===== src/hw/rtl/rtp_pkg.sv =====
// Shared types, constants and the arctangent table for the rectangular-to-polar block.
// No dependencies; every other file imports this package.
package rtp_pkg;

  // Default parameter values
  localparam int COORD_WIDTH_DEF  = 16;
  localparam int ANGLE_STAGES_DEF = 16;

  // CORDIC datapath: 60-bit scaled magnitude plus room for gain and sign
  localparam int CORDIC_W = 62;
  localparam int SCALE_TOP = 60;

  // Angle accumulator: 32-bit binary angle, one full turn is 2^32
  localparam int ACC_W   = 32;
  localparam int ANGLE_W = 16;
  localparam logic [ACC_W-1:0] PI_TURN    = 32'h8000_0000;
  localparam logic [ACC_W-1:0] ROUND_HALF = 32'h0000_8000;

  // One CORDIC vector in flight
  typedef struct packed {
    logic signed [CORDIC_W-1:0] x;
    logic signed [CORDIC_W-1:0] y;
    logic [ACC_W-1:0]           z;
  } cordic_t;

  // atan(2^-i) in binary-angle units, rounded to nearest
  function automatic logic [ACC_W-1:0] atan_turn(input logic [4:0] idx);
    logic [ACC_W-1:0] v;
    case (idx)
      5'd0:  v = 32'd536870912;
      5'd1:  v = 32'd316933406;
      5'd2:  v = 32'd167458907;
      5'd3:  v = 32'd85004756;
      5'd4:  v = 32'd42667331;
      5'd5:  v = 32'd21354465;
      5'd6:  v = 32'd10679838;
      5'd7:  v = 32'd5340245;
      5'd8:  v = 32'd2670163;
      5'd9:  v = 32'd1335087;
      5'd10: v = 32'd667544;
      5'd11: v = 32'd333772;
      5'd12: v = 32'd166886;
      5'd13: v = 32'd83443;
      5'd14: v = 32'd41722;
      5'd15: v = 32'd20861;
      5'd16: v = 32'd10430;
      5'd17: v = 32'd5215;
      5'd18: v = 32'd2608;
      5'd19: v = 32'd1304;
      5'd20: v = 32'd652;
      5'd21: v = 32'd326;
      5'd22: v = 32'd163;
      5'd23: v = 32'd81;
      5'd24: v = 32'd41;
      5'd25: v = 32'd20;
      5'd26: v = 32'd10;
      5'd27: v = 32'd5;
      5'd28: v = 32'd3;
      5'd29: v = 32'd1;
      5'd30: v = 32'd1;
      default: v = 32'd0;
    endcase
    return v;
  endfunction

endpackage


===== src/hw/rtl/rtp_sqrt_stage.sv =====
// One digit step of the restoring integer square root, with its pipeline register.
// Depends on rtp_pkg for the default COORD_WIDTH and through the import; widths follow COORD_WIDTH.
module rtp_sqrt_stage #(
  parameter int COORD_WIDTH = rtp_pkg::COORD_WIDTH_DEF
) (
  input  logic                     clk,
  input  logic                     en,
  input  logic [COORD_WIDTH:0]     rem_in,
  input  logic [COORD_WIDTH-1:0]   root_in,
  input  logic [2*COORD_WIDTH-1:0] rad_in,
  output logic [COORD_WIDTH:0]     rem_r,
  output logic [COORD_WIDTH-1:0]   root_r,
  output logic [2*COORD_WIDTH-1:0] rad_r
);
  import rtp_pkg::*;

  localparam int W = COORD_WIDTH;

  logic [W+2:0]   cur;
  logic [W+2:0]   trial;
  logic [W+2:0]   diff;
  logic           fits;
  logic [W:0]     rem_nxt;
  logic [W-1:0]   root_nxt;
  logic [2*W-1:0] rad_nxt;

  // Bring down the next two bits and try root*4+1
  always_comb begin
    cur      = {rem_in, rad_in[2*W-1 -: 2]};
    trial    = {1'b0, root_in, 2'b01};
    diff     = cur - trial;
    fits     = (cur >= trial);
    rem_nxt  = fits ? diff[W:0] : cur[W:0];
    root_nxt = {root_in[W-2:0], fits};
    rad_nxt  = {rad_in[2*W-3:0], 2'b00};
  end

  always_ff @(posedge clk) begin
    if (en) begin
      rem_r  <= rem_nxt;
      root_r <= root_nxt;
      rad_r  <= rad_nxt;
    end
  end

endmodule


===== config.mk =====
export PLATFORM = sky130hd
export DESIGN_NAME = rtp_sqrt_stage
export DESIGN_NICKNAME = d
export VERILOG_FILES = /design/src/hw/rtl/rtp_pkg.sv /design/src/hw/rtl/rtp_sqrt_stage.sv
export SDC_FILE = /design/constraint.sdc
export NUM_CORES = 1
export LEC_CHECK = 0
export BUFFER_PORTS_ARGS = -buffer_cell sky130_fd_sc_hd__buf_2
export CAP_MARGIN = 20
export CORE_ASPECT_RATIO = 1.1
export CORE_MARGIN = 10
export CORE_UTILIZATION = 40
export CTS_CLUSTER_SIZE = 14
export DETAILED_ROUTE_END_ITERATION = 10
export PLACE_DENSITY_LB_ADDON = 0.12
export RECOVER_POWER = 25
export SYNTH_ARGS = -nofsm -noshare
export SYNTH_HDL_FRONTEND = slang
export SYNTH_SLANG_ARGS = --single-unit

===== constraint.sdc =====
create_clock -name clk -period 3 [get_ports clk]
set_input_delay 0.3 -clock clk [delete_from_list [all_inputs] [get_ports clk]]
set_output_delay 0.3 -clock clk [all_outputs]
set_load 0.02 [all_outputs]

==> summary.md <==
| Metric | Value |
|---|---|
| Status | finished, violations left |
| Failing checks | max-capacitance violations, max-slew violations |
| Die footprint | 0.0115 mm^2 |
| Share of cells above drive strength 1 | 44.2% |
| First-pass GRT wire length | 11200 um |
| Nets@finish | 442 |
| Worst Path Max Fanout | 6 |
| End of the critical path | rem_r[2]$_DFFE_PP_ |
| DRT iter0 DRCs | 95 |
| CTS Sinks | 63 |
| Setup bufs post-CTS | 0 |
| Global-route usage over all layers | 12.4% |
| Seq/Total Area, Yosys | 62.2% |
| Top_reg_cell synth | edfxtp_1 |
| Ports | 132 |
| Antenna cells | 0 |
| Starting Density | 40.9% |
| H-tree depth | 3 |
| Global route overflow | 0 |
| Layout overhead on the synthesized area | 30.9% |
| Crit path kind | in -> reg |
| Crit end category | flip-flop |
| Post-Place Cells | 433 |
| Ratio of final minimum period to clock period | 80.1% |
| Mapped Area | 0.00304 mm^2 |
| Crit path DAT | 2.50 ns |
| Synth warn | 0 |
| Netlist cell types | 41 |
| DR DRC count | 0 |
| Final Core Density | 53.6% |
| Max-cap violations | 1 |
| Worst Max-Slew Pin Slew | 1.78 ns |
| Critical Path Source | root_in[4] |
| Post-route cell area | 0.00398 mm^2 |
| PortBufs | 129 |
| Pwr dens | 588 mW/mm^2 |
| Vias in the first global route | 2284 |
| CTS Buffer Depth | 2 |
| Post-DRT Antenna Nets | 0 |
| Largest net degree at the start of global routing | 34 |
| Core area | 0.00743 mm^2 |
| Worst hold path type | in -> reg |
| Final Hold Vio Count | 0 |
| Crit path time final | 2.40 ns |
| Post-DP Area | 0.00380 mm^2 |
| Fill cells | 674 |
| LEAKAGE | 1.79 nW |
| Syn_area_per_cell | 14.2 um^2 |
| Peak Freq | 416 MHz |
| Hold WS | 0.130 ns |
| 1st-pass router iterations | 4 |
| CTS Hold Bufs | 0 |
| Initial antenna violation count | 1 |
| Post-route setup TNS | 0 ns |
| Headroom to the max-slew limit | -18.6% |
| EDFF count, synth | 63 |
| RSZ-0062 raised after global routing | no |
| Root buffer cell | clkbuf_8 |
| Number of non-filler instances in the completed layout | 449 |
| GPL Wtd Cong | 0.852 |
| Critical path required time | 3.10 ns |
| Row cnt | 33 |
| Via density | 4.95 |
| Yosys reg bits | 63 |
| Final WL | 7480 um |
| Share of flip-flops with an asynchronous set or reset | 0% |
| Hpwl dp | 5940 um |
| WL per Instance | 16.7 um |
| Die Span X | 103 um |
| Final setup fails | 0 |
| Total CTS buffers | 9 |
| CTS tree | yes |
| CTS resizes | 0 |
| Cells after Synth | 214 |
| Final Max Slew Viols | 34 |
| Via count | 2222 |
| CP Launch Type | input pin |
| Die Ht | 111 um |
| Worst-case vdd ir drop | 0.000241 V |
| Reg clk slew, reported paths | 0.07 ns |
==> worst max-delay path, stage by stage <==
cell and delay, ns:
clkbuf_1 0.09, inv_1 0.05, ha_1 0.34, a21o_1 0.22, o21ai_0 0.27, nor2_1 0.14
a21o_1 0.25, a21boi_4 0.29, buf_4 0.21, mux2_2 0.33
==> flip-flops by register name (all words and copies together) (netlist names) <==
signal  flops
rad_r      30
rem_r      17
root_r     16
==> cells by family (layout without fill, tap and decap cells) <==
group	Yosys count	in the layout	synth area share, %
XOR/XNOR	14	14	4.03
flip-flops	63	63	62.2
AO/OA/AOI/OAI	46	46	10.4
AND/OR/NAND/NOR	31	31	5.10
other	1	2	0.123
adder cells (fa/ha/maj)	18	18	7.41
buffers and inverters	24	171	3.74
multiplexers	17	17	6.95
==> cell usage in the layout (no fill, tap or decap), drive strengths merged, types with 4 or more instances in the layout <==
cell | Yosys | final
clkbuf | 0 | 17
a21o | 4 | 4
nand2 | 6 | 6
clkinv | 0 | 4
xnor2 | 8 | 8
a21oi | 15 | 15
o21ai | 8 | 8
buf | 3 | 127
nor2 | 10 | 10
edfxtp | 63 | 63
xor2 | 6 | 6
ha | 18 | 18
mux2 | 15 | 15
inv | 21 | 21
==> stage by stage <==
step / total power [W] / worst slack [ns]
after floorplan: 0.00146 / 0.554
after global placement: 0.00164 / 0.272
after detailed placement: 0.00165 / 0.231
after CTS: 0.00237 / 0.617
after global routing: 0.00246 / 0.489
final: 0.00234 / 0.598
==> power by group <==
| group | switching, W | internal, W |
|---|---|---|
| clock network | 0.000338 | 0.000381 |
| registers | 0.0000195 | 0.00108 |
| logic | 0.000308 | 0.000220 |
==> worst min path at each step <==
stage	from	end	slack, ns	depth (start not counted)
floorplan	rad_in[8]	rad_r[10]$_DFFE_PP_	0.40	0
global placement	rad_in[3]	rad_r[5]$_DFFE_PP_	0.48	1
detailed placement	rad_in[22]	rad_r[24]$_DFFE_PP_	0.48	1
CTS	rad_in[22]	rad_r[24]$_DFFE_PP_	0.11	1
global route	rad_in[16]	rad_r[18]$_DFFE_PP_	0.11	1
finish	rad_in[1]	rad_r[3]$_DFFE_PP_	0.13	1
==> routing by layer <==
metal	vias up	part of all wire (%)	global-route usage, %
li1	1085	-	-
met1	1019	42	14.5
met2	104	44	19.0
met3	12	12	6.68
met4	2	1.4	3.90
met5	-	0.094	0
==> area by class of cell <==
cell class | instances | area, um^2 | share of cell area (%)
Clock inverter | 6 | 61.3 | 1.54
Timing Repair Buffer | 134 | 674 | 16.9
Clock buffer | 10 | 128 | 3.21
Sequential cell | 63 | 1890 | 47.5
Multi-Input combinational cell | 128 | 1040 | 26.1
Tap cell | 87 | 109 | 2.73
Inverter | 21 | 78.8 | 1.98
==> cells in the mapped netlist (3+ instances only) <==
master | number | area, um^2
a211oi_1 | 3 | 22.5
nor2_1 | 10 | 37.5
edfxtp_1 | 63 | 1890
o21ai_0 | 7 | 35.0
mux2_2 | 9 | 101
or3_1 | 3 | 18.8
a21oi_1 | 14 | 70.1
a21o_1 | 4 | 30.0
xnor2_1 | 8 | 70.1
xor2_1 | 6 | 52.6
inv_1 | 21 | 78.8
nand2_1 | 6 | 22.5
mux2_4 | 6 | 90.1
ha_1 | 18 | 225
No activity file was read; power rests on OpenSTA's default activity.
